**src/rtl/hcr_pkg.sv**
```systemverilog
// ----------------------------------------------------------------------------
// hcr_pkg
// Shared types, widths, register codes and helper functions of the Harris
// corner response block.
// ----------------------------------------------------------------------------
package hcr_pkg;

  localparam int DEF_MAX_WIDTH = 2048;
  localparam int DEF_BLUR_SIZE = 5;

  localparam int PIX_W      = 8;
  localparam int GEO_W      = 13;
  localparam int POS_W      = 25;
  localparam int CFG_IDX_W  = 2;
  localparam int CFG_DATA_W = 15;
  localparam int DIM_W      = 12;
  localparam int K_W        = 15;
  localparam int RESP_W     = 41;
  localparam int GRAD_W     = 11;
  localparam int SQ_W       = 20;
  localparam int XY_W       = 21;
  localparam int PROD_W     = SQ_W + SQ_W + XY_W;
  localparam int TAP_W      = 7;
  localparam int WT_W       = 14;
  localparam int ACC_W      = 38;
  localparam int BLUR_W     = ACC_W - 16;

  localparam logic [CFG_IDX_W-1:0] REG_WIDTH  = 2'd0;
  localparam logic [CFG_IDX_W-1:0] REG_HEIGHT = 2'd1;
  localparam logic [CFG_IDX_W-1:0] REG_K      = 2'd2;

  localparam logic [DIM_W-1:0] WIDTH_RESET  = 12'd640;
  localparam logic [DIM_W-1:0] HEIGHT_RESET = 12'd480;
  localparam logic [K_W-1:0]   K_RESET      = 15'd2621;
  localparam logic [RESP_W-1:0] RESP_MAX    = '1;

  typedef enum logic [4:0] {
    S_IDLE, S_DECIDE, S_ROUTE,
    S_PRD, S_PACC, S_PMUL, S_PWR,
    S_BRD, S_BMUL, S_BACC,
    S_M1, S_M2, S_M3, S_M4, S_M5, S_M6, S_M7,
    S_OUT, S_ADV
  } ctrl_state_t;

  typedef enum logic [4:0] {
    OP_NONE, OP_ACCEPT, OP_DECIDE, OP_ROUTE,
    OP_PRD, OP_PACC, OP_PMUL, OP_PWR,
    OP_BRD, OP_BMUL, OP_BACC,
    OP_M1, OP_M2, OP_M3, OP_M4, OP_M5, OP_M6, OP_M7,
    OP_LOAD, OP_ADV
  } dp_op_t;

  typedef struct packed {
    dp_op_t op;
  } dp_cmd_t;

  typedef struct packed {
    logic ignore;
    logic do_prod;
    logic border;
    logic do_resp;
    logic ptap_last;
    logic btap_last;
    logic out_free;
  } dp_status_t;

  function automatic int blur_radius(int size);
    int r;
    r = size / 2;
    if (r < 1) r = 1;
    if (r > 3) r = 3;
    return r;
  endfunction

  // Q8 Gaussian taps, d is the distance from the window center
  function automatic logic [TAP_W-1:0] tap_weight(int radius, logic [1:0] d);
    logic [TAP_W-1:0] w;
    w = '0;
    case (radius)
      1: case (d)
           2'd0: w = 7'd98;
           2'd1: w = 7'd79;
           default: w = '0;
         endcase
      2: case (d)
           2'd0: w = 7'd74;
           2'd1: w = 7'd60;
           2'd2: w = 7'd31;
           default: w = '0;
         endcase
      3: case (d)
           2'd0: w = 7'd70;
           2'd1: w = 7'd56;
           2'd2: w = 7'd28;
           default: w = 7'd9;
         endcase
      default: w = '0;
    endcase
    return w;
  endfunction

  // Reflect-101 for x in [-3, n+2], n >= 3
  function automatic logic [GEO_W-1:0] reflect101(logic signed [GEO_W+1:0] x,
                                                   logic [GEO_W-1:0] n);
    logic signed [GEO_W+2:0] p;
    logic signed [GEO_W+2:0] m;
    p = $signed({2'b00, n, 1'b0}) - $signed((GEO_W+3)'(2));
    m = {x[GEO_W+1], x};
    if (m < 0) m = m + p;
    if (m >= p) m = m - p;
    if (m >= $signed({3'b000, n})) m = p - m;
    return m[GEO_W-1:0];
  endfunction

endpackage

```
**src/rtl/hcr_ctrl.sv**
```systemverilog
// ----------------------------------------------------------------------------
// hcr_ctrl
// Sequencer: walks one item through pixel write, gradient product, blur,
// response arithmetic and output load.
// ----------------------------------------------------------------------------
module hcr_ctrl (
  input  logic               clk,
  input  logic               rst_n,
  input  logic               in_valid,
  output logic               in_stall,
  input  hcr_pkg::dp_status_t status,
  output hcr_pkg::dp_cmd_t   cmd
);
  import hcr_pkg::*;

  ctrl_state_t state_r, state_nxt;

  always_ff @(posedge clk) begin
    if (!rst_n) begin
      state_r <= S_IDLE;
    end else begin
      state_r <= state_nxt;
    end
  end

  always_comb begin
    state_nxt = state_r;
    in_stall  = 1'b1;
    cmd.op    = OP_NONE;
    unique case (state_r)
      S_IDLE: begin
        in_stall = 1'b0;
        if (in_valid) begin
          cmd.op    = OP_ACCEPT;
          state_nxt = S_DECIDE;
        end
      end
      S_DECIDE: begin
        cmd.op    = OP_DECIDE;
        state_nxt = S_ROUTE;
      end
      S_ROUTE: begin
        cmd.op = OP_ROUTE;
        if (status.ignore) state_nxt = S_IDLE;
        else if (status.do_prod) state_nxt = status.border ? S_PWR : S_PRD;
        else if (status.do_resp) state_nxt = S_BRD;
        else state_nxt = S_ADV;
      end
      S_PRD: begin
        cmd.op    = OP_PRD;
        state_nxt = S_PACC;
      end
      S_PACC: begin
        cmd.op    = OP_PACC;
        state_nxt = status.ptap_last ? S_PMUL : S_PRD;
      end
      S_PMUL: begin
        cmd.op    = OP_PMUL;
        state_nxt = S_PWR;
      end
      S_PWR: begin
        cmd.op    = OP_PWR;
        state_nxt = status.do_resp ? S_BRD : S_ADV;
      end
      S_BRD: begin
        cmd.op    = OP_BRD;
        state_nxt = S_BMUL;
      end
      S_BMUL: begin
        cmd.op    = OP_BMUL;
        state_nxt = S_BACC;
      end
      S_BACC: begin
        cmd.op    = OP_BACC;
        state_nxt = status.btap_last ? S_M1 : S_BRD;
      end
      S_M1: begin
        cmd.op    = OP_M1;
        state_nxt = S_M2;
      end
      S_M2: begin
        cmd.op    = OP_M2;
        state_nxt = S_M3;
      end
      S_M3: begin
        cmd.op    = OP_M3;
        state_nxt = S_M4;
      end
      S_M4: begin
        cmd.op    = OP_M4;
        state_nxt = S_M5;
      end
      S_M5: begin
        cmd.op    = OP_M5;
        state_nxt = S_M6;
      end
      S_M6: begin
        cmd.op    = OP_M6;
        state_nxt = S_M7;
      end
      S_M7: begin
        cmd.op    = OP_M7;
        state_nxt = S_OUT;
      end
      S_OUT: begin
        // hold until the output register is free
        if (status.out_free) begin
          cmd.op    = OP_LOAD;
          state_nxt = S_ADV;
        end
      end
      S_ADV: begin
        cmd.op    = OP_ADV;
        state_nxt = S_IDLE;
      end
      default: state_nxt = S_IDLE;
    endcase
  end

endmodule

```
**config.mk**
```make
export PLATFORM = sky130hd
export DESIGN_NAME = hcr_ctrl
export DESIGN_NICKNAME = d
export VERILOG_FILES = /design/src/rtl/hcr_pkg.sv /design/src/rtl/hcr_ctrl.sv
export SDC_FILE = /design/constraint.sdc
export NUM_CORES = 1
export LEC_CHECK = 0
export ABC_CLOCK_PERIOD_IN_PS = 1900
export BUFFER_PORTS_ARGS = -buffer_cell sky130_fd_sc_hd__clkbuf_2
export CORE_AREA = 3 3 40 42
export DETAILED_ROUTE_END_ITERATION = 10
export DIE_AREA = 0 0 43 45
export PLACE_DENSITY = 0.72
export SYNTH_ARGS = -nofsm -noshare
export SYNTH_HDL_FRONTEND = slang
export SYNTH_SLANG_ARGS = --single-unit
```
**constraint.sdc**
```tcl
create_clock -name clk -period 1.9 [get_ports clk]
set_clock_uncertainty 0.2 [all_clocks]
set_input_delay 0.095 -clock clk [delete_from_list [all_inputs] [get_ports clk]]
set_output_delay 0.095 -clock clk [all_outputs]
set_load 0.01 [all_outputs]
```
==> impl_metrics.toml, run 1 <==
[status]
status = "completed"

[setup_path]
crit_type = "reg -> out"
r2r-start = "state_r[4]$_SDFFE_PN0P_"
r2r_setup_slack_ns = 0.37
r2r_cells = 4
endpoint_kind = "output port"
cp.required_ns = 1.60
cp-start-kind = "flop"
path_max_fanout = 10
cp.arrival_ns = 1.41
reg2reg_to = "state_r[0]$_SDFFE_PN0P_"

[layout]
finalNonFillerCells = 112
top_register = "state_r"
num_antenna_cells = 0
syn2layout_area_growth_pct = 18.6
fillerInstances = 125
reg_top3 = "state_r x5"
nNetsFinal = 108
drive_gt1_frac = 0.392
largest_reg_flops = 5

[synthesis]
yosysSeqAreaShare = 0.160
synthTopCellsByArea = "dfxtp_1, a21oi_1, buf_6"
syn_nets = 89
synth-seq-cells = 5
async_flop_share = 0
synth_most_common_cell = "a21oi_1"
yosys.area.top_type_share = 0.160
synthesis.area_um2 = 624
yosysWarnings = 0
yosys_most_used_dff = "dfxtp_1"
synthCells = 79
netlist_top_cells_count = "a21oi_1, nor2_1, dfxtp_1, o21ai_0"
yosysTopAreaCell = "dfxtp_1"
ys_types = 40
synth_edf_count = 0
postSynthAreaPerCell_um2 = 7.90

[placed_design]
gp_congestion = 0.876
post-place-cells = 106
io_buffers = 15
dpl.hpwl_mm = 1.13

[die]
io_pins = 16
initial_core_util = 0.486
die_x_um = 43
dieArea_mm2 = 0.00194
die_h_um = 45
core_mm2 = 0.00128
fp-row-count = 13

[drt]
num_vias = 662
firstDrtPassIters = 4
routedWlPerCell_um = 13.5
ant_nets = 0
viasPerCell = 5.91
drt_iter0_drc = 20
wirelength_mm = 1.52
drc = 0

[timing]
maxSlewViolCount = 0
relSlewSlack = 0.780
finalCriticalPeriod_ns = 1.71
hold_viol = 0
tns_ns = 0
setup_viol = 0
rsz0062_at_grt = "false"
hold_slack_ns = 0.0399
fin_crit_sh = 0.898
worst_pin_slew_ns = 0.330
max_freq_mhz = 586

[clocking]
post-cts-setup-buffer-count = 0
cts_buffers = 3
cts_tree = "done"
clockBufferDepth = 2
clockRootBuffer = "clkbuf_4"
clk_pin_slew_ns = 0.06
cts.sinks = 5
h-tree-depth = 1
worstSkewPairLatency_ns = 0.26

[global_routing]
grt_overflow = 0
grt_usage = 0.180
grt_pass1_wl_mm = 2.66
antenna_found_initial = 0
grt_pass1_vias = 634
grt_max_degree = 15

[hold_path]
hold_depth = 3
holdCritPathClass = "in -> reg"
min_to = "state_r[4]$_SDFFE_PN0P_"
hp-start = "status[5]"

[power_and_ir_drop]
p_leak_nw = 0.324
power_uw = 962
p_per_area_mw_per_mm2 = 1300
ir_worst_vdd_mv = 0.662

[job]
maxCapViolCount = 0
-- cell families (layout without fill, tap and decap cells) --
kind of cell / count (synthesis) / in the layout / share of synthesized area
AOI/OAI and AO/OA: 28 / 28 / 0.317
xor gates and xnor gates: 3 / 3 / 0.0421
buffers and inverters: 11 / 29 / 0.126
DFF: 5 / 5 / 0.160
muxes: 1 / 1 / 0.0160
and+or+nand+nor: 31 / 31 / 0.339
-- report_power, final --
group,internal [mW],switching (mW),leakage (nW)
clock,0.0769,0.0554,0.0177
sequential,0.143,0.102,0.0424
combinational,0.268,0.316,0.264
total,0.488,0.474,0.324
-- through the flow --
stage | instance area [um2] | util | setup WS [ns]
floorplan | 624 | - | 0.514
global placement | 688 | 0.536 | 0.278
detailed placement | 688 | 0.536 | 0.286
CTS | 736 | 0.573 | 0.0259
global route | 741 | 0.576 | 0.0176
finish | 741 | 0.576 | 0.193
-- worst max-delay path, cell delays in order (launching register included) --
cell      delay, ns
dfxtp_2        0.45
buf_4          0.23
nand3_1        0.10
xor2_1         0.16
nor2_1         0.08
clkbuf_2       0.13
-- layer usage --
layer	part of all wire	track usage	vias up
met5	0	0	-
met4	0.0046	0.0361	0
met1	0.45	0.224	305
met2	0.48	0.302	28
li1	-	-	327
met3	0.064	0.0637	2
-- how the worst max path moves through the flow --
stage / startpoint / endpoint / slack, ns / depth (start not counted)
finish: state_r[1]$_SDFFE_PN0P_ / cmd[3] / 0.19 / 5
global route: state_r[2]$_SDFFE_PN0P_ / cmd[0] / 0.02 / 4
CTS: state_r[1]$_SDFFE_PN0P_ / cmd[3] / 0.03 / 5
global placement: state_r[1]$_SDFFE_PN0P_ / state_r[0]$_SDFFE_PN0P_ / 0.28 / 4
floorplan: state_r[1]$_SDFFE_PN0P_ / state_r[2]$_SDFFE_PN0P_ / 0.51 / 5
detailed placement: state_r[1]$_SDFFE_PN0P_ / state_r[0]$_SDFFE_PN0P_ / 0.29 / 4
-- final cells by class --
cell class	count	area [um2]	area share
flip-flops and latches	5	105	0.142
clock buffers	3	22.5	0.0304
well taps	15	18.8	0.0253
clock inverters	1	5.00	0.00676
inverters	3	11.3	0.0152
repair buffers	22	133	0.179
multi-input cells	63	445	0.601
-- placed cells by master (no fill, tap or decap), types with 2 or more instances in the layout --
cell and instances:
a211oi_1 2, inv_1 3, clkbuf_4 3, nand3_1 4, o21ai_0 5, xor2_1 2
o21ai_1 2, nand2_1 4, buf_4 5, a21oi_1 9, clkbuf_2 15, nor3_1 2
nor2_1 6, dlygate4sd3_1 2, nand4_1 2, dfxtp_2 4
-- timing repair --
action | 4_1_cts | 5_1_grt
endpoints found under the hold margin | 5 | 0
hold buffers | 2 | 0
resized for setup | 0 | 4
setup endpoints to repair | 0 | 2
(Power assumes the default switching activity.)
==> run 2: changes to the inputs <==
ABC_AREA = 1   (was unset)
CELL_PAD_IN_SITES_DETAIL_PLACEMENT = 1   (was unset)
CELL_PAD_IN_SITES_GLOBAL_PLACEMENT = 2   (was unset)
CORE_AREA = unset   (was 3 3 40 42)
CORE_ASPECT_RATIO = 1.1   (was unset)
CORE_MARGIN = 3   (was unset)
CORE_UTILIZATION = 23   (was unset)
DIE_AREA = unset   (was 0 0 43 45)
PLACE_DENSITY = unset   (was 0.72)
PLACE_DENSITY_LB_ADDON = 0.1   (was unset)
==> impl_metrics.toml, run 2 <==
[placed_design]
gp_congestion = 0.765
dpl.hpwl_mm = 1.60
io_buffers = 15

[synthesis]
synthTopCellsByArea = "dfxtp_1, nand2_1, nand3_1"
synth_most_common_cell = "nand2_1"
netlist_top_cells_count = "nand2_1, nand3_1, nor2_1"
ys_types = 21
synth-seq-cells = 5
yosysTopAreaCell = "dfxtp_1"
synthesis.area_um2 = 557
postSynthAreaPerCell_um2 = 5.46
synthCells = 102
synth_edf_count = 0
async_flop_share = 0
yosysWarnings = 0
yosys.area.top_type_share = 0.180
yosys_most_used_dff = "dfxtp_1"
syn_nets = 112
yosysSeqAreaShare = 0.180

[status]
status = "completed"

[power_and_ir_drop]
p_int_uw = 281
seqPwrFrac = 0.282
netSwitchingFraction = 0.409
power_uw = 475
power.clock.fraction = 0.259
ir_worst_vdd_mv = 0.211
p_leak_nw = 0.407
switchingPower_uw = 195
p_per_area_mw_per_mm2 = 582
p_comb_frac = 0.459

[clocking]
cts.sinks = 5
clockBufferDepth = 2
cts_tree = "done"
clk_pin_slew_ns = 0.04
clockRootBuffer = "clkbuf_4"
worstSkewPairLatency_ns = 0.24
h-tree-depth = 1
cts_buffers = 3

[layout]
top_register = "state_r"
fillerInstances = 315
largest_reg_flops = 5
num_antenna_cells = 0
final_common_cell = "nand2_1"
nNetsFinal = 140
drive_gt1_frac = 0.372
reg_top3 = "state_r x5"
final_cell_mix = "nand2_1, nand3_1, clkbuf_2"
syn2layout_area_growth_pct = 46.7

[timing]
hold_viol = 0
max_freq_mhz = 560
finalCriticalPeriod_ns = 1.79
rsz0062_at_grt = "false"
fin_crit_sh = 0.940
worst_pin_slew_ns = 0.330
maxSlewViolCount = 0
hold_slack_ns = 0.0294
relSlewSlack = 0.778
setup_viol = 0

[setup_path]
cp.arrival_ns = 1.49
r2r_cells = 11
crit_type = "reg -> out"
reg2reg_to = "state_r[0]$_SDFFE_PN0P_"
path_max_fanout = 7
r2r_setup_slack_ns = 0.31
cp.required_ns = 1.60
cp-start-kind = "flop"
r2r-start = "state_r[0]$_SDFFE_PN0P_"
endpoint_kind = "output port"

[die]
die_x_um = 52.9
io_pins = 16
die_h_um = 57.6
initial_core_util = 0.245
core_mm2 = 0.00227
dieArea_mm2 = 0.00305
fp-row-count = 18

[drt]
viasPerCell = 4.85
routedWlPerCell_um = 12.4
drt_iter0_drc = 15
drc = 0
firstDrtPassIters = 4
num_vias = 771
ant_nets = 0
wirelength_mm = 1.98

[hold_path]
holdCritPathClass = "in -> reg"
hold_depth = 6
min_to = "state_r[1]$_SDFFE_PN0P_"
hp-start = "status[2]"

[global_routing]
grt_usage = 0.145
grt_pass1_wl_mm = 3.27
grt_overflow = 0
antenna_found_initial = 0
grt_pass1_vias = 749
grt_max_degree = 9

[job]
maxCapViolCount = 0
[run 2: cell types whose count changed after synthesis, moves of 3 or more]
cell     delta
buf_6       -3
o21ai_0     -4
buf_4       -4
nand2_1    +21
nor2_1      +7
inv_2       +7
nand3_1    +13
inv_1       +8
a21oi_1     -7
nor2_2      +3
[run 2: timing repair]
action                                  CTS  global route
setup buffers                             1             1
endpoints found under the setup margin    2             4
gates resized for setup                   4            13
hold endpoints to repair                  5             0
pin swaps                                 1             3
hold buffers                              6             0
[run 2: area by class of cell]
cell class / count / area, um2 / share of cell area
Inverter: 19 / 71.3 / 0.0873
Sequential cell: 5 / 108 / 0.132
Tap cell: 30 / 37.5 / 0.0459
Timing Repair Buffer: 23 / 154 / 0.188
Clock buffer: 4 / 26.3 / 0.0322
Multi-Input combinational cell: 78 / 420 / 0.515
[run 2: stage by stage]
stage,TNS (ns),util,worst slack (ns),instance area [um2],instances
global route,0,0.359,0.00559,817,159
finish,0,0.359,0.114,817,159
CTS,-0.00497,0.340,-0.00497,773,158
floorplan,0,-,0.505,557,102
detailed placement,0,0.294,0.103,669,147
global placement,0,0.294,0.0640,669,147
[run 2: cells by family (layout without fill, tap and decap cells)]
logic type,count (synthesis),after routing,share of synthesized area
AOI/OAI and AO/OA,11,11,0.126
DFF,5,5,0.180
and+or+nand+nor,67,67,0.566
buffers and inverters,19,46,0.128
[run 2: power groups by stage]
| stage | Clock [mW] | Combinational, mW | Sequential [mW] |
|---|---|---|---|
| after floorplan | 0 | 0.124 | 0.128 |
| after global placement | 0 | 0.194 | 0.132 |
| after detailed placement | 0 | 0.191 | 0.131 |
| after CTS | 0.129 | 0.208 | 0.131 |
| after global routing | 0.137 | 0.247 | 0.135 |
| final | 0.123 | 0.218 | 0.134 |
[run 2: worst max-delay path by stage]
stage	from	to	slack (ns)	cells after the start
detailed placement	state_r[0]$_SDFFE_PN0P_	cmd[0]	0.10	8
floorplan	state_r[0]$_SDFFE_PN0P_	cmd[2]	0.51	8
global placement	state_r[0]$_SDFFE_PN0P_	cmd[0]	0.06	8
CTS	state_r[0]$_SDFFE_PN0P_	cmd[0]	-0.005	9
global route	state_r[2]$_SDFFE_PN0P_	cmd[1]	0.006	6
finish	state_r[0]$_SDFFE_PN0P_	cmd[0]	0.11	9
[run 2: routing by layer]
metal	vias up	share of wire	wire length, um	GRT usage
met2	16	0.52	1040	0.241
met5	-	0	0	0
li1	387	-	-	-
met3	0	0.029	58	0.0183
met1	368	0.45	879	0.179
met4	0	0	0	0.0730
[run 2: critical path, cell delays in order (launching register included)]
cell and delay [ns]:
dfxtp_4 0.37, inv_2 0.06, nand2_2 0.08, nor2_4 0.05
buf_6 0.14, nand2_2 0.06, nand3_1 0.07, nor2_2 0.16
o2111ai_2 0.11, buf_2 0.15
==> run 3: changes to the inputs <==
==> constraint.sdc (replaced) <==
create_clock -name clk -period 1.9 [get_ports clk]
set_clock_uncertainty 0.2 [all_clocks]
set_input_delay 0.38 -clock clk [delete_from_list [all_inputs] [get_ports clk]]
set_output_delay 0.38 -clock clk [all_outputs]
set_load 0.01 [all_outputs]
==> impl_metrics.toml, run 3 (synthesis results as in run 2) <==
[placed_design]
io_buffers = 15
dpl.hpwl_mm = 1.82
post-place-cells = 158
gp_congestion = 0.837

[clocking]
clk_pin_slew_ns = 0.04
cts_buffers = 3
h-tree-depth = 1
cts.sinks = 5
clockBufferDepth = 2
worstSkewPairLatency_ns = 0.25
clockRootBuffer = "clkbuf_4"
cts_hold_buf = 0
cts_tree = "done"

[layout]
num_antenna_cells = 0
largest_reg_flops = 5
nNetsFinal = 151
finalNonFillerCells = 170
syn2layout_area_growth_pct = 68.8
final_cell_mix = "nand2_1, buf_4, nand3_1"
reg_top3 = "state_r x5"
final_common_cell = "nand2_1"
top_register = "state_r"
drive_gt1_frac = 0.486

[global_routing]
antenna_found_initial = 0
globalRouteMet1Util = 0.194
top_usage_layer = "met2"
grt_use_met2 = 0.326
grt_pass1_wl_mm = 3.86
met3_usage = 0.0183
grt_overflow = 0
grt_pass1_vias = 837
grt_max_degree = 8
grt_usage = 0.177

[timing]
relSlewSlack = 0.784
finalCriticalPeriod_ns = 2.00
fin_crit_sh = 1.05
layout_setup_ws_ns = -0.0951
setup_viol = 5
worst_pin_slew_ns = 0.321
max_freq_mhz = 501
maxSlewViolCount = 0
rsz0062_at_grt = "true"
tns_ns = -0.409
hold_viol = 0

[drt]
wirelength_mm = 2.26
drt_iter0_drc = 9
drc = 0
ant_nets = 0
viasPerCell = 4.65
firstDrtPassIters = 4
num_vias = 791
routedWlPerCell_um = 13.3

[power_and_ir_drop]
power_uw = 525
p_per_area_mw_per_mm2 = 558
ir_worst_vdd_mv = 0.224
p_leak_nw = 0.493

[job]
maxCapViolCount = 0

[setup_path]
cp-start-kind = "flop"
cpPeakStageDelay_ns = 0.39
endpoint_kind = "output port"
crit_type = "reg -> out"
slowest_stage = "dfxtp_4"
worst_path_most_repeated_cell = "nand2_1"
cp.required_ns = 1.32
path_max_fanout = 5
path_cells = "inv_4, nor3_4, nand2_1, nand2_1, nor2_2, buf_4, nand3_2, buf_6"
cp.arrival_ns = 1.42

[die]
fp-row-count = 18
dieArea_mm2 = 0.00305
die_h_um = 57.6
core_mm2 = 0.00227
die_x_um = 52.9
initial_core_util = 0.245
io_pins = 16

[status]
status = "finished with violations"
violations = "negative setup slack"

[hold_path]
holdCritPathClass = "in -> reg"
[run 3: layout make-up]
class / instances / area, um2
Timing Repair Buffer: 34 / 230
Clock buffer: 4 / 26.3
Sequential cell: 5 / 116
Fill cell: 311 / 1340
Multi-Input combinational cell: 78 / 450
Tap cell: 30 / 37.5
Inverter: 19 / 78.8
[run 3: what timing repair did]
item                       in CTS  in global routing
pin swaps                       3                  7
hold endpoints to repair        0                  0
setup endpoints to repair       5                  5
setup buffers                   4                  4
gates resized for setup        24                 10
[run 3: metrics by stage]
stage | area, um2 | setup WS (ns) | hold WS (ns) | util
floorplan | 557 | 0.220 | 0.362 | -
global placement | 752 | -0.101 | 0.498 | 0.331
detailed placement | 752 | -0.0620 | 0.501 | 0.331
CTS | 882 | -0.142 | 0.232 | 0.388
global route | 940 | -0.197 | 0.258 | 0.413
finish | 940 | -0.0951 | 0.232 | 0.413
[run 3: power by group]
part	leakage, nW	internal, mW	switching [mW]
registers	0.0441	0.116	0.0208
clock network	0.0150	0.0796	0.0466
logic	0.434	0.117	0.145
[run 3: layer usage]
metal	up-vias	routed length, um	part of all wire
met3	5	43	0.019
met4	0	42	0.019
met2	16	1250	0.55
met5	-	0	0
li1	410	-	-
met1	360	931	0.41
[run 3: path summary, 6_finish.rpt]
| kind | startpoint | to | slack (ns) | cells after the start |
|---|---|---|---|---|
| worst max register to register | state_r[3]$_SDFFE_PN0P_ | state_r[1]$_SDFFE_PN0P_ | 0.21 | 10 |
| worst max-delay path | state_r[1]$_SDFFE_PN0P_ | cmd[3] | -0.1 | 8 |
| worst min register to register | state_r[2]$_SDFFE_PN0P_ | state_r[4]$_SDFFE_PN0P_ | 0.52 | 3 |
| worst min-delay path | status[1] | state_r[3]$_SDFFE_PN0P_ | 0.23 | 3 |
[run 3: worst max-delay path: cells and delay by family (launching register included)]
| kind | cells | cell delay, ns |
|---|---|---|
| AND/OR/NAND/NOR | 5 | 0.49 |
| buffers and inverters | 3 | 0.30 |
| flip-flops | 1 | 0.39 |
